$ cat config.mk
export PLATFORM = sky130hd
export DESIGN_NAME = eller_maze_row_generator_top_flat
export DESIGN_NICKNAME = d
export VERILOG_FILES = /design/src/hdl/emr_pkg.sv /design/src/hdl/emr_if.sv /design/src/hdl/emr_mod_unit.sv /design/src/hdl/emr_core.sv /design/src/hdl/eller_maze_row_generator_top.sv /design/src/flat_wrapper.sv
export SDC_FILE = /design/constraint.sdc
export NUM_CORES = 1
export LEC_CHECK = 0
export BUFFER_PORTS_ARGS = -buffer_cell sky130_fd_sc_hd__buf_2
export CAP_MARGIN = 40
export CORE_ASPECT_RATIO = 1.1
export CORE_MARGIN = 2
export CORE_UTILIZATION = 35
export DETAILED_ROUTE_END_ITERATION = 6
export RECOVER_POWER = 25
export SLEW_MARGIN = 25
export SYNTH_ARGS = -nofsm -noshare
export SYNTH_HDL_FRONTEND = slang
export SYNTH_SLANG_ARGS = --single-unit
$ cat constraint.sdc
create_clock -name clk_i -period 20 [get_ports clk_i]
set_input_delay 1 -clock clk_i [delete_from_list [all_inputs] [get_ports clk_i]]
set_output_delay 1 -clock clk_i [all_outputs]
set_load 0.05 [all_outputs]
$ cat src/hdl/emr_pkg.sv
// ----------------------------------------------------------------------------
// emr_pkg
// Types, constants and helpers for the Eller maze row generator.
// ----------------------------------------------------------------------------
package emr_pkg;

  localparam int MaxCols = 16;
  localparam int ColW    = $clog2(MaxCols);
  localparam int NumW    = ColW + 1;
  localparam int RowW    = 16;
  localparam int CfgW    = 16;

  typedef enum logic {
    CfgColsInUse = 1'b0,
    CfgRowsInUse = 1'b1
  } emr_cfg_idx_e;

  typedef enum logic [2:0] {
    StIdle,
    StMerge,
    StGroup,
    StWait,
    StFresh,
    StEmit
  } emr_state_e;

  typedef struct packed {
    logic [14:0] merge_bits;
    logic [15:0] extra_down_bits;
    logic [63:0] pick_word;
  } emr_item_t;

  typedef struct packed {
    logic [ColW-1:0] cell_column;
    logic [RowW-1:0] cell_row;
    logic            open_north;
    logic            open_south;
    logic            open_east;
    logic            open_west;
    logic            last_in_row;
  } emr_word_t;

  typedef struct packed {
    logic            start;
    logic [3:0]      dividend;
    logic [NumW-1:0] divisor;
  } emr_mod_req_t;

  typedef struct packed {
    logic       done;
    logic [3:0] rem;
  } emr_mod_rsp_t;

  function automatic logic [NumW-1:0] popcount(input logic [MaxCols-1:0] v);
    logic [NumW-1:0] s;
    s = '0;
    for (int i = 0; i < MaxCols; i++) begin
      s = s + NumW'(v[i]);
    end
    return s;
  endfunction

endpackage

$ cat src/hdl/emr_if.sv
// ----------------------------------------------------------------------------
// emr_in_if / emr_out_if
// Valid/ready channels for row items and cell words.
// ----------------------------------------------------------------------------
interface emr_in_if;
  logic                valid;
  logic                ready;
  logic [14:0]         merge_bits;
  logic [15:0]         extra_down_bits;
  logic [63:0]         pick_word;

  modport source (output valid, merge_bits, extra_down_bits, pick_word, input ready);
  modport sink   (input valid, merge_bits, extra_down_bits, pick_word, output ready);
endinterface

interface emr_out_if;
  logic        valid;
  logic        ready;
  logic [3:0]  cell_column;
  logic [15:0] cell_row;
  logic        open_north;
  logic        open_south;
  logic        open_east;
  logic        open_west;
  logic        last_in_row;

  modport source (output valid, cell_column, cell_row, open_north, open_south, open_east,
                  open_west, last_in_row, input ready);
  modport sink   (input valid, cell_column, cell_row, open_north, open_south, open_east,
                  open_west, last_in_row, output ready);
endinterface

$ cat src/hdl/emr_mod_unit.sv
// ----------------------------------------------------------------------------
// emr_mod_unit
// Restoring remainder unit: 4-bit dividend mod 5-bit divisor, one bit a cycle.
// ----------------------------------------------------------------------------
module emr_mod_unit (
  input  logic                  clk_i,
  input  logic                  rst_ni,
  input  emr_pkg::emr_mod_req_t req_i,
  output emr_pkg::emr_mod_rsp_t rsp_o
);

  import emr_pkg::*;

  logic            busy_q, busy_d;
  logic            done_q, done_d;
  logic [1:0]      step_q, step_d;
  logic [3:0]      rem_q, rem_d;
  logic [NumW-1:0] dvs_q, dvs_d;
  logic [7:0]      shifted;

  assign shifted = 8'(dvs_q) << step_q;

  always_comb begin
    busy_d = busy_q;
    done_d = 1'b0;
    step_d = step_q;
    rem_d  = rem_q;
    dvs_d  = dvs_q;
    if (req_i.start) begin
      busy_d = 1'b1;
      step_d = 2'd3;
      rem_d  = req_i.dividend;
      dvs_d  = req_i.divisor;
    end else if (busy_q) begin
      if (8'(rem_q) >= shifted) begin
        rem_d = rem_q - shifted[3:0];
      end
      step_d = step_q - 2'd1;
      if (step_q == 2'd0) begin
        busy_d = 1'b0;
        done_d = 1'b1;
      end
    end
  end

  always_ff @(posedge clk_i or negedge rst_ni) begin
    if (!rst_ni) begin
      busy_q <= 1'b0;
      done_q <= 1'b0;
      step_q <= '0;
    end else begin
      busy_q <= busy_d;
      done_q <= done_d;
      step_q <= step_d;
    end
  end

  always_ff @(posedge clk_i) begin
    rem_q <= rem_d;
    dvs_q <= dvs_d;
  end

  assign rsp_o.done = done_q;
  assign rsp_o.rem  = rem_q;

endmodule

$ cat src/hdl/emr_core.sv
// ----------------------------------------------------------------------------
// emr_core
// Row sequencer: merge sweep, group south picks, fresh labels, cell output.
// ----------------------------------------------------------------------------
module emr_core (
  input  logic                   clk_i,
  input  logic                   rst_ni,
  input  logic                   in_valid_i,
  output logic                   in_ready_o,
  input  emr_pkg::emr_item_t     in_item_i,
  input  logic [emr_pkg::NumW-1:0] n_cols_i,
  input  logic [emr_pkg::RowW-1:0] rows_i,
  output logic                   out_valid_o,
  input  logic                   out_ready_i,
  output emr_pkg::emr_word_t     out_word_o
);

  import emr_pkg::*;

  emr_state_e state_q, state_d;

  logic [RowW-1:0]    row_q, row_d;
  logic [3:0]         label_q [MaxCols];
  logic [3:0]         label_d [MaxCols];
  logic [3:0]         choice_q [MaxCols];
  logic [3:0]         choice_d [MaxCols];
  logic [MaxCols-1:0] north_q, north_d;
  logic [MaxCols-1:0] east_q, east_d, west_q, west_d, south_q, south_d;
  logic [MaxCols-1:0] used_q, used_d;
  logic [NumW-1:0]    cnt_q, cnt_d;
  logic [3:0]         cur_q, cur_d;
  logic               last_q, last_d;
  emr_item_t          item_q, item_d;
  logic               ovalid_q, ovalid_d;
  emr_word_t          oword_q, oword_d;

  emr_mod_req_t mod_req;
  emr_mod_rsp_t mod_rsp;

  emr_mod_unit u_mod (
    .clk_i  (clk_i),
    .rst_ni (rst_ni),
    .req_i  (mod_req),
    .rsp_o  (mod_rsp)
  );

  logic [ColW-1:0]    c4;
  logic [3:0]         lab_c, lab_r;
  logic [MaxCols-1:0] eq, below, used_now;
  logic [NumW-1:0]    size, idx;
  logic [3:0]         fresh_lab;
  logic               found;
  logic               south_bit;

  assign c4    = cnt_q[ColW-1:0];
  assign lab_c = label_q[c4];
  assign lab_r = label_q[c4 + ColW'(1)];

  always_comb begin
    for (int k = 0; k < MaxCols; k++) begin
      eq[k]    = (label_q[k] == lab_c) && (NumW'(k) < n_cols_i);
      below[k] = eq[k] && (NumW'(k) < cnt_q);
    end
    size = popcount(eq);
    idx  = popcount(below);
  end

  always_comb begin
    used_now = used_q;
    if (cnt_q == '0) begin
      used_now = '0;
      for (int k = 0; k < MaxCols; k++) begin
        if (south_q[k] && (NumW'(k) < n_cols_i)) begin
          used_now[label_q[k]] = 1'b1;
        end
      end
    end
    found     = 1'b0;
    fresh_lab = '0;
    for (int l = 0; l < MaxCols; l++) begin
      if (!found && !used_now[l]) begin
        found     = 1'b1;
        fresh_lab = 4'(l);
      end
    end
  end

  always_comb begin
    state_d  = state_q;
    row_d    = row_q;
    label_d  = label_q;
    choice_d = choice_q;
    north_d  = north_q;
    east_d   = east_q;
    west_d   = west_q;
    south_d  = south_q;
    used_d   = used_q;
    cnt_d    = cnt_q;
    cur_d    = cur_q;
    last_d   = last_q;
    item_d   = item_q;
    ovalid_d = ovalid_q && !out_ready_i;
    oword_d  = oword_q;
    mod_req  = '{start: 1'b0, dividend: item_q.pick_word[4*c4 +: 4], divisor: size};
    south_bit = 1'b0;

    unique case (state_q)
      StIdle: begin
        if (in_valid_i) begin
          item_d  = in_item_i;
          last_d  = (17'(row_q) + 17'd1) >= 17'(rows_i);
          east_d  = '0;
          west_d  = '0;
          south_d = '0;
          cnt_d   = '0;
          cur_d   = label_q[0];
          if (row_q == '0) begin
            for (int k = 0; k < MaxCols; k++) begin
              label_d[k] = 4'(k);
            end
            north_d = '0;
            cur_d   = '0;
          end
          state_d = StMerge;
        end
      end
      StMerge: begin
        if ((last_q || item_q.merge_bits[c4]) && (cur_q != lab_r)) begin
          for (int k = 0; k < MaxCols; k++) begin
            if ((label_q[k] == lab_r) && (NumW'(k) < n_cols_i)) begin
              label_d[k] = cur_q;
            end
          end
          east_d[c4]            = 1'b1;
          west_d[c4 + ColW'(1)] = 1'b1;
        end else begin
          cur_d = lab_r;
        end
        if (cnt_q == n_cols_i - NumW'(2)) begin
          cnt_d   = '0;
          state_d = last_q ? StEmit : StGroup;
        end else begin
          cnt_d = cnt_q + NumW'(1);
        end
      end
      StGroup, StWait: begin
        if (state_q == StGroup && below == '0) begin
          mod_req.start = 1'b1;
          state_d       = StWait;
        end else if (state_q == StGroup || mod_rsp.done) begin
          if (state_q == StWait) begin
            choice_d[lab_c] = mod_rsp.rem;
            south_bit       = (mod_rsp.rem == 4'd0);
          end else begin
            south_bit = (idx[3:0] == choice_q[lab_c]);
          end
          south_d[c4] = south_bit || item_q.extra_down_bits[c4];
          if (cnt_q == n_cols_i - NumW'(1)) begin
            cnt_d   = '0;
            state_d = StFresh;
          end else begin
            cnt_d   = cnt_q + NumW'(1);
            state_d = StGroup;
          end
        end
      end
      StFresh: begin
        used_d = used_now;
        if (!(south_q[c4] && (cnt_q < n_cols_i))) begin
          label_d[c4]       = fresh_lab;
          used_d[fresh_lab] = 1'b1;
        end
        if (cnt_q == NumW'(MaxCols - 1)) begin
          cnt_d   = '0;
          state_d = StEmit;
        end else begin
          cnt_d = cnt_q + NumW'(1);
        end
      end
      StEmit: begin
        if (!ovalid_q || out_ready_i) begin
          ovalid_d            = 1'b1;
          oword_d.cell_column = c4;
          oword_d.cell_row    = row_q;
          oword_d.open_north  = north_q[c4];
          oword_d.open_south  = south_q[c4];
          oword_d.open_east   = east_q[c4];
          oword_d.open_west   = west_q[c4];
          oword_d.last_in_row = (cnt_q == n_cols_i - NumW'(1));
          if (cnt_q == n_cols_i - NumW'(1)) begin
            if (last_q) begin
              row_d = '0;
            end else begin
              for (int k = 0; k < MaxCols; k++) begin
                north_d[k] = (NumW'(k) < n_cols_i) ? south_q[k] : 1'b0;
              end
              row_d = row_q + RowW'(1);
            end
            state_d = StIdle;
          end else begin
            cnt_d = cnt_q + NumW'(1);
          end
        end
      end
      default: state_d = StIdle;
    endcase
  end

  always_ff @(posedge clk_i or negedge rst_ni) begin
    if (!rst_ni) begin
      state_q  <= StIdle;
      row_q    <= '0;
      north_q  <= '0;
      cnt_q    <= '0;
      ovalid_q <= 1'b0;
    end else begin
      state_q  <= state_d;
      row_q    <= row_d;
      north_q  <= north_d;
      cnt_q    <= cnt_d;
      ovalid_q <= ovalid_d;
    end
  end

  always_ff @(posedge clk_i) begin
    label_q  <= label_d;
    choice_q <= choice_d;
    east_q   <= east_d;
    west_q   <= west_d;
    south_q  <= south_d;
    used_q   <= used_d;
    cur_q    <= cur_d;
    last_q   <= last_d;
    item_q   <= item_d;
    oword_q  <= oword_d;
  end

  assign in_ready_o  = (state_q == StIdle);
  assign out_valid_o = ovalid_q;
  assign out_word_o  = oword_q;

endmodule

$ cat src/hdl/eller_maze_row_generator_top.sv
// ----------------------------------------------------------------------------
// eller_maze_row_generator_top
// Eller maze generator, one row per input word, one output word per cell.
// ----------------------------------------------------------------------------
// Ordinary row of n columns: accept, merge sweep, group pass (one remainder per
// set from the shared remainder unit), relabel pass over all columns, then output.
// Last row: accept, merge sweep and output.
// Output cycles stretch while the receiver stalls. One row in flight at a time.
// Reset clears control, row index and north passages; widths 16x16 defaults.
// Set labels need no reset: the first row of every maze writes them.
// ----------------------------------------------------------------------------
module eller_maze_row_generator_top (
  input  logic                   clk_i,
  input  logic                   rst_ni,
  input  logic                   cfg_we_i,
  input  logic                   cfg_idx_i,
  input  logic [emr_pkg::CfgW-1:0] cfg_data_i,
  emr_in_if.sink                 row_i,
  emr_out_if.source              cell_o
);

  import emr_pkg::*;

  logic [NumW-1:0] cols_q;
  logic [RowW-1:0] rows_q;
  logic [NumW-1:0] n_cols;
  emr_item_t       item;
  emr_word_t       word;

  always_ff @(posedge clk_i or negedge rst_ni) begin
    if (!rst_ni) begin
      cols_q <= NumW'(MaxCols);
      rows_q <= RowW'(16);
    end else if (cfg_we_i) begin
      unique case (emr_cfg_idx_e'(cfg_idx_i))
        CfgColsInUse: cols_q <= cfg_data_i[NumW-1:0];
        CfgRowsInUse: rows_q <= cfg_data_i[RowW-1:0];
        default: ;
      endcase
    end
  end

  always_comb begin
    n_cols = cols_q;
    if (cols_q < NumW'(2)) begin
      n_cols = NumW'(2);
    end else if (cols_q > NumW'(MaxCols)) begin
      n_cols = NumW'(MaxCols);
    end
  end

  assign item.merge_bits      = row_i.merge_bits;
  assign item.extra_down_bits = row_i.extra_down_bits;
  assign item.pick_word       = row_i.pick_word;

  emr_core u_core (
    .clk_i       (clk_i),
    .rst_ni      (rst_ni),
    .in_valid_i  (row_i.valid),
    .in_ready_o  (row_i.ready),
    .in_item_i   (item),
    .n_cols_i    (n_cols),
    .rows_i      (rows_q),
    .out_valid_o (cell_o.valid),
    .out_ready_i (cell_o.ready),
    .out_word_o  (word)
  );

  assign cell_o.cell_column = word.cell_column;
  assign cell_o.cell_row    = word.cell_row;
  assign cell_o.open_north  = word.open_north;
  assign cell_o.open_south  = word.open_south;
  assign cell_o.open_east   = word.open_east;
  assign cell_o.open_west   = word.open_west;
  assign cell_o.last_in_row = word.last_in_row;

endmodule
$ cat src/flat_wrapper.sv
// flat-port wrapper written by rule: the top's interface ports become plain ports
module eller_maze_row_generator_top_flat import emr_pkg::*;
  (clk_i, rst_ni, cfg_we_i, cfg_idx_i, cfg_data_i, row_i_valid, row_i_merge_bits, row_i_extra_down_bits, row_i_pick_word, row_i_ready, cell_o_valid, cell_o_cell_column, cell_o_cell_row, cell_o_open_north, cell_o_open_south, cell_o_open_east, cell_o_open_west, cell_o_last_in_row, cell_o_ready);
  emr_in_if row_i_i ();
  emr_out_if cell_o_i ();
  input  logic clk_i;
  input  logic rst_ni;
  input  logic cfg_we_i;
  input  logic cfg_idx_i;
  input  logic [emr_pkg::CfgW-1:0] cfg_data_i;
  input wire logic [$bits(row_i_i.valid)-1:0] row_i_valid;
  input wire logic [$bits(row_i_i.merge_bits)-1:0] row_i_merge_bits;
  input wire logic [$bits(row_i_i.extra_down_bits)-1:0] row_i_extra_down_bits;
  input wire logic [$bits(row_i_i.pick_word)-1:0] row_i_pick_word;
  output wire logic [$bits(row_i_i.ready)-1:0] row_i_ready;
  output wire logic [$bits(cell_o_i.valid)-1:0] cell_o_valid;
  output wire logic [$bits(cell_o_i.cell_column)-1:0] cell_o_cell_column;
  output wire logic [$bits(cell_o_i.cell_row)-1:0] cell_o_cell_row;
  output wire logic [$bits(cell_o_i.open_north)-1:0] cell_o_open_north;
  output wire logic [$bits(cell_o_i.open_south)-1:0] cell_o_open_south;
  output wire logic [$bits(cell_o_i.open_east)-1:0] cell_o_open_east;
  output wire logic [$bits(cell_o_i.open_west)-1:0] cell_o_open_west;
  output wire logic [$bits(cell_o_i.last_in_row)-1:0] cell_o_last_in_row;
  input wire logic [$bits(cell_o_i.ready)-1:0] cell_o_ready;
  assign row_i_i.valid = row_i_valid;
  assign row_i_i.merge_bits = row_i_merge_bits;
  assign row_i_i.extra_down_bits = row_i_extra_down_bits;
  assign row_i_i.pick_word = row_i_pick_word;
  assign row_i_ready = row_i_i.ready;
  assign cell_o_valid = cell_o_i.valid;
  assign cell_o_cell_column = cell_o_i.cell_column;
  assign cell_o_cell_row = cell_o_i.cell_row;
  assign cell_o_open_north = cell_o_i.open_north;
  assign cell_o_open_south = cell_o_i.open_south;
  assign cell_o_open_east = cell_o_i.open_east;
  assign cell_o_open_west = cell_o_i.open_west;
  assign cell_o_last_in_row = cell_o_i.last_in_row;
  assign cell_o_i.ready = cell_o_ready;
  eller_maze_row_generator_top u_core (.clk_i(clk_i), .rst_ni(rst_ni), .cfg_we_i(cfg_we_i), .cfg_idx_i(cfg_idx_i), .cfg_data_i(cfg_data_i), .row_i(row_i_i), .cell_o(cell_o_i));
endmodule
* Word-level counts from Yosys, hierarchy flattened
Index checks and enable logic that the tools add are counted.
** Word-level totals
- Memory bits (writable) :: 0
- Input bits :: 117
- Word-level logic and storage cells :: 682
- Memory bits (read-only) :: 0
- Flip-flop bits (word level) :: 392
- Memories :: 0
- Latch bits :: 0
- Output and inout bits :: 27
** Operators by class
- Eq/ne operators :: 72
- Add/subtract/negate cells :: 38
- Mux-type cells :: 225
- Shift operators :: 2
- Bitwise logic cells :: 23
- Div/mod/pow operators :: 0
- Reduce and logical (&&, ||, !) cells :: 182
- $lt $le $gt $ge :: 80
- Multiply operators :: 0
** Operators with widths (count)
- $mux W16 :: 44
- $or A16 B16 Y16 :: 18
- $mux W64 :: 4
- $pmux W64 S3 :: 1
- $mux W4 :: 44
- $eq A4 B4 Y1 :: 33
- $bwmux W64 :: 2
- $pmux W16 S2 :: 4
- $reduce_and A6 Y1 :: 19
- $logic_and A1 B1 Y1 :: 104
- $lt A4 B5 Y1 const B :: 19
- $lt A4 B5 Y1 const A :: 16
- $demux W1 S4 :: 19
- $ge A4 B1 Y1 const B :: 19
- $mux W1 :: 71
- $shiftx A64 B7 Y4 :: 1
- $ne A2 B2 Y1 const B :: 28
- $add A5 B1 Y5 :: 11
- $mux W5 :: 10
- $add A4 B1 Y4 :: 12
- $bmux W4 S4 :: 3
- $lt A3 B5 Y1 const A :: 8
- $demux W4 S4 :: 2
- $logic_not A16 Y1 :: 2
- other kinds (52) :: 128

* Longest topological paths before layout
Gate-level depths: netlist of the first run.
- Depth after elaboration :: 103
- Depth in mapped cells :: 27

* Modules after synthesis
A second synthesis of the first run with hierarchy kept.
** Second synthesis, totals
- Cells, all modules :: 2407
- Area, all modules :: 25798.5 um2
** Modules (own cells, without submodules)
- emr_core :: area an instance 24228.2 um2, seq. area each 10545.1 um2, times used 1, cells an instance 2287
- eller_maze_row_generator_top :: area an instance 830.8 um2, seq. area each 528.0 um2, times used 1, cells an instance 52
- emr_mod_unit :: area an instance 739.5 um2, seq. area each 370.4 um2, times used 1, cells an instance 68

* Worst setup path after synthesis of the first run
OpenSTA, ideal clock, no wires.
- Path type :: register to register
- Start :: reg u_core.u_core.cnt_q[1]
- End :: reg u_core.u_core.south_q[10] (data pin)
- Cell stages (with the launch flop) :: 27
- Arrival :: 6414 ps
- Clock period less this slack :: 6566 ps
- Setup slack :: 13434 ps
- Cell sequence :: dfrtp_1 > buf_6 > mux4_2 > mux2_2 > nand2_2 > nand2_4 > buf_4 > buf_2 > buf_4 > xor2_1 > nor3_1 > nand3_1 > o21bai_1 > fa_1 > fa_1 > fa_1 > fa_1 > inv_1 > ha_1 > a21o_1 > a21oi_1 > xor2_1 > a21oi_1 > nor3_1 > nand4_2 > buf_6 > a31oi_1
** Between the ends
- Longest elaborated chain between the ends :: 32
- Elaborated cells on any way between the ends :: 104
** RTL lines
- start: declaration :: line emr_core.sv:30 : logic [NumW-1:0] cnt_q, cnt_d;
- start signal: assignment :: line emr_core.sv:220 : cnt_q <= cnt_d;
- $not A4 Y5 (not written as such) :: line emr_core.sv:56 : assign lab_c = label_q[c4];
- $bmux W4 S4 :: line emr_core.sv:56
- $mux W4 (not written as such) (2 in a row) :: line emr_core.sv:56
- $eq A4 B4 Y1 :: line emr_core.sv:61 : eq[k] = (label_q[k] == lab_c) && (NumW'(k) < n_cols_i);
- $logic_and A1 B1 Y1 :: line emr_core.sv:61
- $logic_and A1 B1 Y1 :: line emr_core.sv:62 : below[k] = eq[k] && (NumW'(k) < cnt_q);
- $add A1 B1 Y2 :: line emr_pkg.sv:58 : s = s + NumW'(v[i]);
- $add A2 B1 Y3 :: line emr_pkg.sv:58
- [15 not listed]
- $mux W1 :: line emr_core.sv:150 : end else if (state_q == StGroup || mod_rsp.done) begin
- $mux W1 :: line emr_core.sv:147 : if (state_q == StGroup && below == '0) begin
- $mux W1 :: line emr_core.sv:107 : unique case (state_q)
- $logic_or A1 B1 Y1 :: line emr_core.sv:157 : south_d[c4] = south_bit || item_q.extra_down_bits[c4];
- $bwmux W16 (*) :: line emr_core.sv:157
- $mux W16 (*) :: line emr_core.sv:150
- $mux W16 (*) :: line emr_core.sv:147
- $pmux W16 S2 (*) :: line emr_core.sv:107
- end signal: assignment :: line emr_core.sv:230 : south_q <= south_d;
- end: declaration :: line emr_core.sv:28 : logic [MaxCols-1:0] east_q, east_d, west_q, west_d, south_q, south_d;
Mark *: on every way between the ends. The rest lies on a longest branch, timed or not. The select of a mux whose other input is x is not followed.
A chain may end at the register's enable or synchronous reset.

* Worst setup path in the final report of the first run
- Start :: reg u_core.cols_q[4]
- End :: reg u_core.u_core.south_q[0] (data pin)
** Between the ends
- Longest elaborated chain between the ends :: 31
- Elaborated cells on any way between the ends :: 77
** RTL lines
- start: declaration :: line eller_maze_row_generator_top.sv:24 : logic [NumW-1:0] cols_q;
- start signal: assignment :: line eller_maze_row_generator_top.sv:32 : cols_q <= NumW'(MaxCols);
- start signal: assignment :: line eller_maze_row_generator_top.sv:36 : CfgColsInUse: cols_q <= cfg_data_i[NumW-1:0];
- $gt A5 B5 Y1 :: line eller_maze_row_generator_top.sv:47 : end else if (cols_q > NumW'(MaxCols)) begin
- $mux W5 :: line eller_maze_row_generator_top.sv:47
- $mux W5 (*) :: line eller_maze_row_generator_top.sv:45 : if (cols_q < NumW'(2)) begin
- $lt A1 B5 Y1 :: line emr_core.sv:61
- $logic_and A1 B1 Y1 :: line emr_core.sv:61
- $logic_and A1 B1 Y1 :: line emr_core.sv:62
- $add A1 B1 Y2 :: line emr_pkg.sv:58
- $add A2 B1 Y3 :: line emr_pkg.sv:58
- [15 not listed]
- $mux W1 (*) :: line emr_core.sv:150
- $mux W1 (*) :: line emr_core.sv:147
- $mux W1 (*) :: line emr_core.sv:107
- $logic_or A1 B1 Y1 (*) :: line emr_core.sv:157
- $bwmux W16 (*) :: line emr_core.sv:157
- $mux W16 (*) :: line emr_core.sv:150
- $mux W16 (*) :: line emr_core.sv:147
- $pmux W16 S2 (*) :: line emr_core.sv:107
Marks and branches as above.

==> reports/qor.tcl, run 1 <==
set qor(final_wirelength_mm) 98.8
set qor(grt_first_pass_wirelength_mm) 143
set qor(setup_bufs_post_cts) 0
set qor(min_to) {u_core.u_core.north_q[7]}
set qor(critPathCaptureType) {flop}
set qor(post-synth-top-area-cell) {edfxtp_1}
set qor(worstSkewPairLatency_ns) 0.59
set qor(worst_r2r_startpoint) {u_core.cols_q[4]}
set qor(yosysWarnings) 0
set qor(grt_setup_unrepaired) {false}
set qor(grt.total_usage) 0.253
set qor(report.final.hold_viol_count) 0
set qor(r2r_setup_slack_ns) 12.24
set qor(worstPathRequired_ns) 20.42
set qor(ys_async_sr_fraction) 0.168
set qor(maxClockFrequency_mhz) 129
set qor(worst_setup_hold_path_clk_slew_ns) 0.06
set qor(hp-start) {u_core.u_core.north_q[7]}
set qor(place.gp.congestion) 1.02
set qor(postSynthRegisterBits) 392
set qor(cp_max_fo) 41
set qor(outcome) {finished with violations}
set qor(synth_nets) 2623
set qor(drt_pre_antenna_iters) 5
set qor(yosys-top-cells-area) {edfxtp_1 (38%), dfrtp_1 (6.2%), mux4_2 (5.9%)}
set qor(route.detailed.vias_per_inst) 6.15
set qor(post_synth_inst_count) 2432
set qor(cts_max_level) 2
set qor(io_buffer_count) 143
set qor(actual_transition_at_the_worst_max_transition_pin_ns) 2.99
set qor(cts_resized) 0
set qor(postCtsHoldBufs) 0
set qor(rr_endpoint) {u_core.u_core.south_q[0]}
set qor(slew_headroom) -0.993
set qor(layout_commonest_cell) {edfxtp_1}
set qor(final.period_utilization) 0.388
set qor(min_path_cells) 2
set qor(critPathBufInv) 3
set qor(start_util) 0.353
set qor(synth.lib_cells_used.distinct) 115
set qor(power-per-cell-area_nw_per_um2) 188
set qor(synthDominantCellAreaShare) 0.379
set qor(p_leak_nw) 10.1
set qor(clk_root_buffer_cell) {clkbuf_16}
set qor(core-area_um2) 73100
set qor(final-max-slew-violation-count) 54
set qor(syn_area_per_cell_um2) 10.6
set qor(critical_path.startpoint_type) {flop}
set qor(post_synthesis_sequential_area_ratio) 0.443
set qor(cp_top_family) {adder cells}
set qor(antenna_violations_before_repair) 4
set qor(worst_path_max_delay_cell) {fa_1}
set qor(cp_most_frequent_cell) {fa_1}
set qor(dieArea_um2) 76000
set qor(synth_enable_flop_cells) 326
set qor(top_level_ports) 144
set qor(vias) 21400
set qor(finalSetupViolCount) 0
set qor(number_of_global_route_vias_before_repair) 21100
set qor(cp_cell_sequence) {buf_4 -> inv_1 -> a21oi_1 -> ha_1 -> or3b_2 -> o21ai_0 -> nor2_1 -> nand4_1 -> a21o_1 -> fa_1 -> fa_1 -> fa_1 -> fa_1 -> inv_1 -> ha_1 -> a21o_1 -> a21oi_1 -> xor2_1 -> a21oi_1 -> nor3_1 -> nand4_2 -> a31oi_1}
set qor(dieHeight_um) 289
set qor(ant_nets) 0
set qor(r2r.worst_path.cells) 22
set qor(failed_checks) {capacitance limit, slew limit}
set qor(tritoncts_clock_tree) {yes}
set qor(timing.setup.critical_path_class) {reg -> reg}
set qor(area.growth.synth_to_final_pct) 12.1
set qor(finish.utilization) 0.396
set qor(die_x_um) 263
set qor(drt-wirelength-per-cell_um) 28.4
set qor(skew_ns) 0.0514
set qor(drive_gt1_frac) 0.182
set qor(cts.sinks) 392
set qor(crit_path_max_incr_delay_ns) 0.60
set qor(layout.nets) 2687
set qor(min_path_type) {reg -> reg}
set qor(site_row_count) 104
set qor(timing.final.crit_period_ns) 7.76
set qor(clockBufferDepth) 3
set qor(clock_buffers_created_by_tritoncts) 44
set qor(maxCapViolCount) 1
set qor(drc) 0
set qor(synth_area_um2) 25800
set qor(dp.final_hpwl_mm) 73.0
set qor(globalRouteOverflowTotal) 0
set qor(critPathArrivalTime_ns) 8.17
set qor(layout_common_cells) {edfxtp_1 (326), nand2_1 (167), nor2_1 (158)}
set qor(detailedRoute.firstIterationViolations) 2301
set qor(postSynth.topFlopCell) {edfxtp_1}
set qor(fin_setup_tns_ns) 0
set qor(worst_ir_drop_vdd_mv) 0.0967
set qor(grt_max_degree) 98
set qor(count_of_fill_cells_added_during_filler_insertion) 7085
==> metal layers <==
metal / wire [µm] / track usage / vias to the layer above
li1: - / - / 9289
met1: 38300 / 0.310 / 10700
met2: 46100 / 0.419 / 1127
met3: 7360 / 0.0415 / 307
met4: 7120 / 0.162 / 0
met5: 0 / 0 / -
==> cells in the mapped netlist, types with 8 or more instances <==
cell,number
a2111oi_0,9
a211oi_1,11
a21o_1,15
a21oi_1,94
a22oi_1,13
a31o_2,10
a31oi_1,44
a32o_1,10
and2_1,23
and3_1,15
buf_1,20
buf_2,30
buf_4,13
buf_6,13
clkbuf_1,121
dfrtp_1,64
edfxtp_1,326
fa_1,21
ha_1,53
inv_1,87
mux2_2,36
mux2i_1,74
mux4_2,68
nand2_1,167
nand2b_1,44
nand3_1,81
nand3b_1,8
nand4_1,29
nor2_1,159
nor2b_1,36
nor3_1,80
nor3b_1,19
nor4_1,32
o2111ai_1,14
o211ai_1,17
o21a_1,33
o21ai_0,154
o22ai_1,14
o311ai_1,9
o31ai_1,21
or2_2,10
or3_1,14
xnor2_1,102
xor2_1,58
==> flip-flops by register name, indices dropped and copies added (netlist names), 25 cells and up <==
register,cells
u_core.u_core.out_word_o,25
u_core.u_core.item_q,95
u_core.u_core.label_q,64
u_core.u_core.choice_q,64
==> worst min-delay path, delay by kind of cell (launching register included) <==
kind / cells / cell delay [ns]
and+or+nand+nor: 1 / 0.05
AOI/OAI and AO/OA: 1 / 0.06
DFF: 1 / 0.34
==> cell type report <==
cell class | count | area (µm²) | area share
flip-flops and latches | 392 | 11500 | 0.396
clock inverters | 24 | 302 | 0.0104
clock buffers | 55 | 1170 | 0.0405
inverters | 91 | 344 | 0.0119
multi-input cells | 1751 | 13100 | 0.454
diodes | 2 | 5.00 | 0.000173
well taps | 954 | 1190 | 0.0412
repair buffers | 216 | 1340 | 0.0462
==> where the power goes <==
part | internal (mW) | switching [mW] | total, mW
Clock | 0.485 | 0.341 | 0.826
Sequential | 1.22 | 0.386 | 1.61
Combinational | 1.12 | 1.89 | 3.01
==> per-stage QoR <==
stage	total power [mW]	area, µm²	setup slack, ns	instances	hold WS, ns
finish	5.44	29000	12.24	3485	0.481
floorplan	3.58	25800	13.43	2432	0.423
detailed placement	4.53	27400	12.15	3395	0.469
CTS	5.37	28900	12.11	3474	0.271
global placement	4.47	27200	12.23	3383	0.462
global route	5.69	29000	11.70	3485	0.509
==> logic make-up after synthesis <==
family / synth area share
AND/OR/NAND/NOR: 0.154
AO/OA/AOI/OAI: 0.151
flip-flops: 0.443
buffers and inverters: 0.0496
multiplexers: 0.106
XOR/XNOR: 0.0549
adder cells (fa/ha/maj): 0.0420
==> worst max-delay path by stage <==
stage                                      start                        end  slack, ns  cells past startpoint
final                           u_core.cols_q[4]   u_core.u_core.south_q[0]      12.24                     22
after global routing      u_core.u_core.cnt_q[0]   u_core.u_core.south_q[8]      11.70                     23
after CTS                 u_core.u_core.cnt_q[0]   u_core.u_core.south_q[0]      12.11                     23
after detailed placement  u_core.u_core.cnt_q[0]   u_core.u_core.south_q[0]      12.15                     23
after global placement    u_core.u_core.cnt_q[0]   u_core.u_core.south_q[1]      12.23                     23
after floorplan           u_core.u_core.cnt_q[1]  u_core.u_core.south_q[10]      13.43                     26
Power figures use the tool's default switching activity.
==> inputs of run 2 (changes only) <==
Clock period 20 ns to 6.9 ns, I/O delays scaled along.
==> reports/qor.tcl, run 2 (synthesis gave the netlist of run 1 again) <==
set qor(cts_max_level) 2 ;# unchanged
set qor(drc) 0 ;# unchanged
set qor(clk_root_buffer_cell) {clkbuf_16}
set qor(clock_buffers_created_by_tritoncts) 43 ;# -2.3%
set qor(clockBufferDepth) 3 ;# unchanged
set qor(cts.sinks) 392 ;# unchanged
set qor(layout.cells.non_filler) 3681 ;# +5.6%
set qor(detailedRoute.firstIterationViolations) 2399 ;# +4.3%
set qor(site_row_count) 104 ;# unchanged
set qor(slew_headroom) -1.03 ;# -0.0361
set qor(grt_max_degree) 68 ;# -31%
set qor(top_level_ports) 144 ;# unchanged
set qor(number_of_global_route_vias_before_repair) 22300 ;# +5.8%
set qor(globalRouteOverflowTotal) 0 ;# unchanged
set qor(dieHeight_um) 289 ;# unchanged
set qor(worstSkewPairLatency_ns) 0.59 ;# about the same
set qor(grt_setup_unrepaired) {false}
set qor(timing.setup.critical_path_class) {reg -> reg}
set qor(timing.final.crit_period_ns) 6.61 ;# -1.15 ns
set qor(layout_common_cells) {edfxtp_1 (326), nand2_1 (167), nor2_1 (159)}
set qor(worst_ir_drop_vdd_mv) 0.310 ;# +220%
set qor(detailed_place.area_um2) 28000 ;# +2.2%
set qor(start_util) 0.353 ;# unchanged
set qor(worstPathRequired_ns) 7.33 ;# -13.09 ns
set qor(skew_ns) 0.0294 ;# -0.0220 ns
set qor(placedCellCount) 3478 ;# +2.4%
set qor(critPathCaptureType) {flop}
set qor(dieArea_um2) 76000 ;# unchanged
set qor(core-area_um2) 73100 ;# unchanged
set qor(layout.nets) 2881 ;# +7.2%
set qor(antenna_violations_before_repair) 6 ;# +2
set qor(grt.total_usage) 0.264 ;# +0.0111
set qor(io_buffer_count) 143 ;# unchanged
set qor(maxClockFrequency_mhz) 151 ;# +17%
set qor(final_wirelength_mm) 103 ;# +3.8%
set qor(dp.final_hpwl_mm) 75.0 ;# +2.8%
set qor(final.period_utilization) 0.958 ;# +0.570
set qor(place.gp.congestion) 1.04 ;# +2.5%
set qor(drt_pre_antenna_iters) 5 ;# unchanged
set qor(final-max-slew-violation-count) 54 ;# unchanged
set qor(outcome) {finished with violations}
set qor(ant_nets) 0 ;# unchanged
set qor(area.growth.synth_to_final_pct) 18.4
set qor(largest_register_ffs) 95 ;# unchanged
set qor(finish.utilization) 0.418 ;# +0.0221
set qor(actual_transition_at_the_worst_max_transition_pin_ns) 3.04 ;# +0.0541 ns
set qor(layout.cell_area.non_filler_um2) 30600 ;# +5.6%
set qor(layout_commonest_cell) {edfxtp_1}
set qor(cp_max_fo) 9 ;# -78%
set qor(tritoncts_clock_tree) {yes}
set qor(finalSetupViolCount) 0 ;# unchanged
set qor(die_x_um) 263 ;# unchanged
set qor(grt_first_pass_wirelength_mm) 149 ;# +4.3%
set qor(report.final.hold_viol_count) 0 ;# unchanged
set qor(drive_gt1_frac) 0.196 ;# +0.0139
set qor(worst_setup_hold_path_clk_slew_ns) 0.06 ;# about the same
set qor(min_path_type) {in -> reg}
set qor(route.detailed.vias_per_inst) 6.03 ;# -2.0%
set qor(power-per-cell-area_nw_per_um2) 527 ;# +180%
set qor(reg.largest.list) {u_core.u_core.item_q (95), u_core.u_core.choice_q (64), u_core.u_core.label_q (64)}
set qor(failed_checks) {capacitance limit, slew limit}
set qor(fin_setup_tns_ns) 0 ;# unchanged
set qor(largest-register) {u_core.u_core.item_q}
set qor(vias) 22200 ;# +3.6%
set qor(drt-wirelength-per-cell_um) 27.9 ;# -1.8%
set qor(critical_path.startpoint_type) {flop}
set qor(p_leak_nw) 10.8 ;# +7.4%
set qor(critPathArrivalTime_ns) 7.04 ;# -1.13 ns
set qor(maxCapViolCount) 1 ;# unchanged
[run 2: cell count changes in the layout (fill, tap and decap cells not counted), moves of 3 or more]
cell,change
buf_2,-7
buf_4,+90
bufinv_16,-4
clkbuf_1,+10
clkinv_1,+5
clkinv_2,-3
diode_2,+3
dlygate4sd3_1,+108
[run 2: stage by stage]
stage	hold WS, ns	total power, mW	setup slack (ns)
2_1_floorplan	0.0494	10.4	0.334
3_3_place_gp	0.461	13.2	0.126
3_5_place_dp	0.252	13.4	0.00942
4_1_cts	0.0107	15.6	0.0612
5_1_grt	0.0309	16.8	0.0672
6_report	0.0385	16.1	0.289
[run 2: timing repair]
action,4_1_cts,5_1_grt
setup buffers,0,4
hold buffers,108,0
hold endpoints to repair,172,0
resized for setup,1,10
pin swaps,0,2
gates cloned,0,1
endpoints found under the setup margin,2,16
[run 2: worst paths after layout]
check	from	slack, ns	depth (start not counted)	to
min in group asynchronous	rst_ni	0.50	2	u_core.u_core.u_mod.step_q[1]
worst max register to register	u_core.u_core.cnt_q[1]	0.29	21	u_core.u_core.south_q[9]
worst max-delay path	u_core.u_core.cnt_q[1]	0.29	21	u_core.u_core.south_q[9]
worst min register to register	u_core.u_core.north_q[3]	0.48	2	u_core.u_core.north_q[3]
worst min-delay path	cfg_data_i[4]	0.04	2	u_core.rows_q[4]
max in group asynchronous	rst_ni	2.96	3	u_core.u_core.north_q[3]
[run 2: final cells by class]
cell class / instances / area (µm²)
Fill cell: 6956 / 42600
Multi-Input combinational cell: 1752 / 13200
Sequential cell: 392 / 11500
Timing Repair Buffer: 410 / 3040
Tap cell: 954 / 1190
Clock buffer: 56 / 1130
Inverter: 91 / 344
Clock inverter: 21 / 168
Antenna cell: 5 / 12.5
[run 2: report_power, final]
group          switching, mW  internal, mW  total (mW)
combinational           6.27          3.57        9.84
clock                  0.967          1.20        2.17
sequential             0.548          3.54        4.09
total                   7.78          8.32        16.1
[run 2: metal layers]
metal / up-vias / wire length, µm / GRT usage
li1: 9689 / - / -
met1: 11000 / 39200 / 0.326
met2: 1186 / 47900 / 0.438
met3: 329 / 8080 / 0.0381
met4: 2 / 7300 / 0.168
met5: - / 13 / 0
[run 2: worst max-delay path, cell delays in order, from the launching register on]
cell      delay (ns)
dfrtp_4         0.53
buf_12          0.17
buf_4           0.16
mux2i_1         0.12
a22oi_1         0.35
nand3_2         0.26
nand2_4         0.24
xor2_1          0.09
nor3_1          0.14
nand3_1         0.19
o21bai_1        0.25
fa_1            0.64
fa_1            0.46
fa_1            0.55
fa_1            0.42
inv_1           0.08
ha_1            0.16
inv_1           0.06
fa_1            0.50
xor2_1          0.56
nand4_4         0.28
a31oi_1         0.26
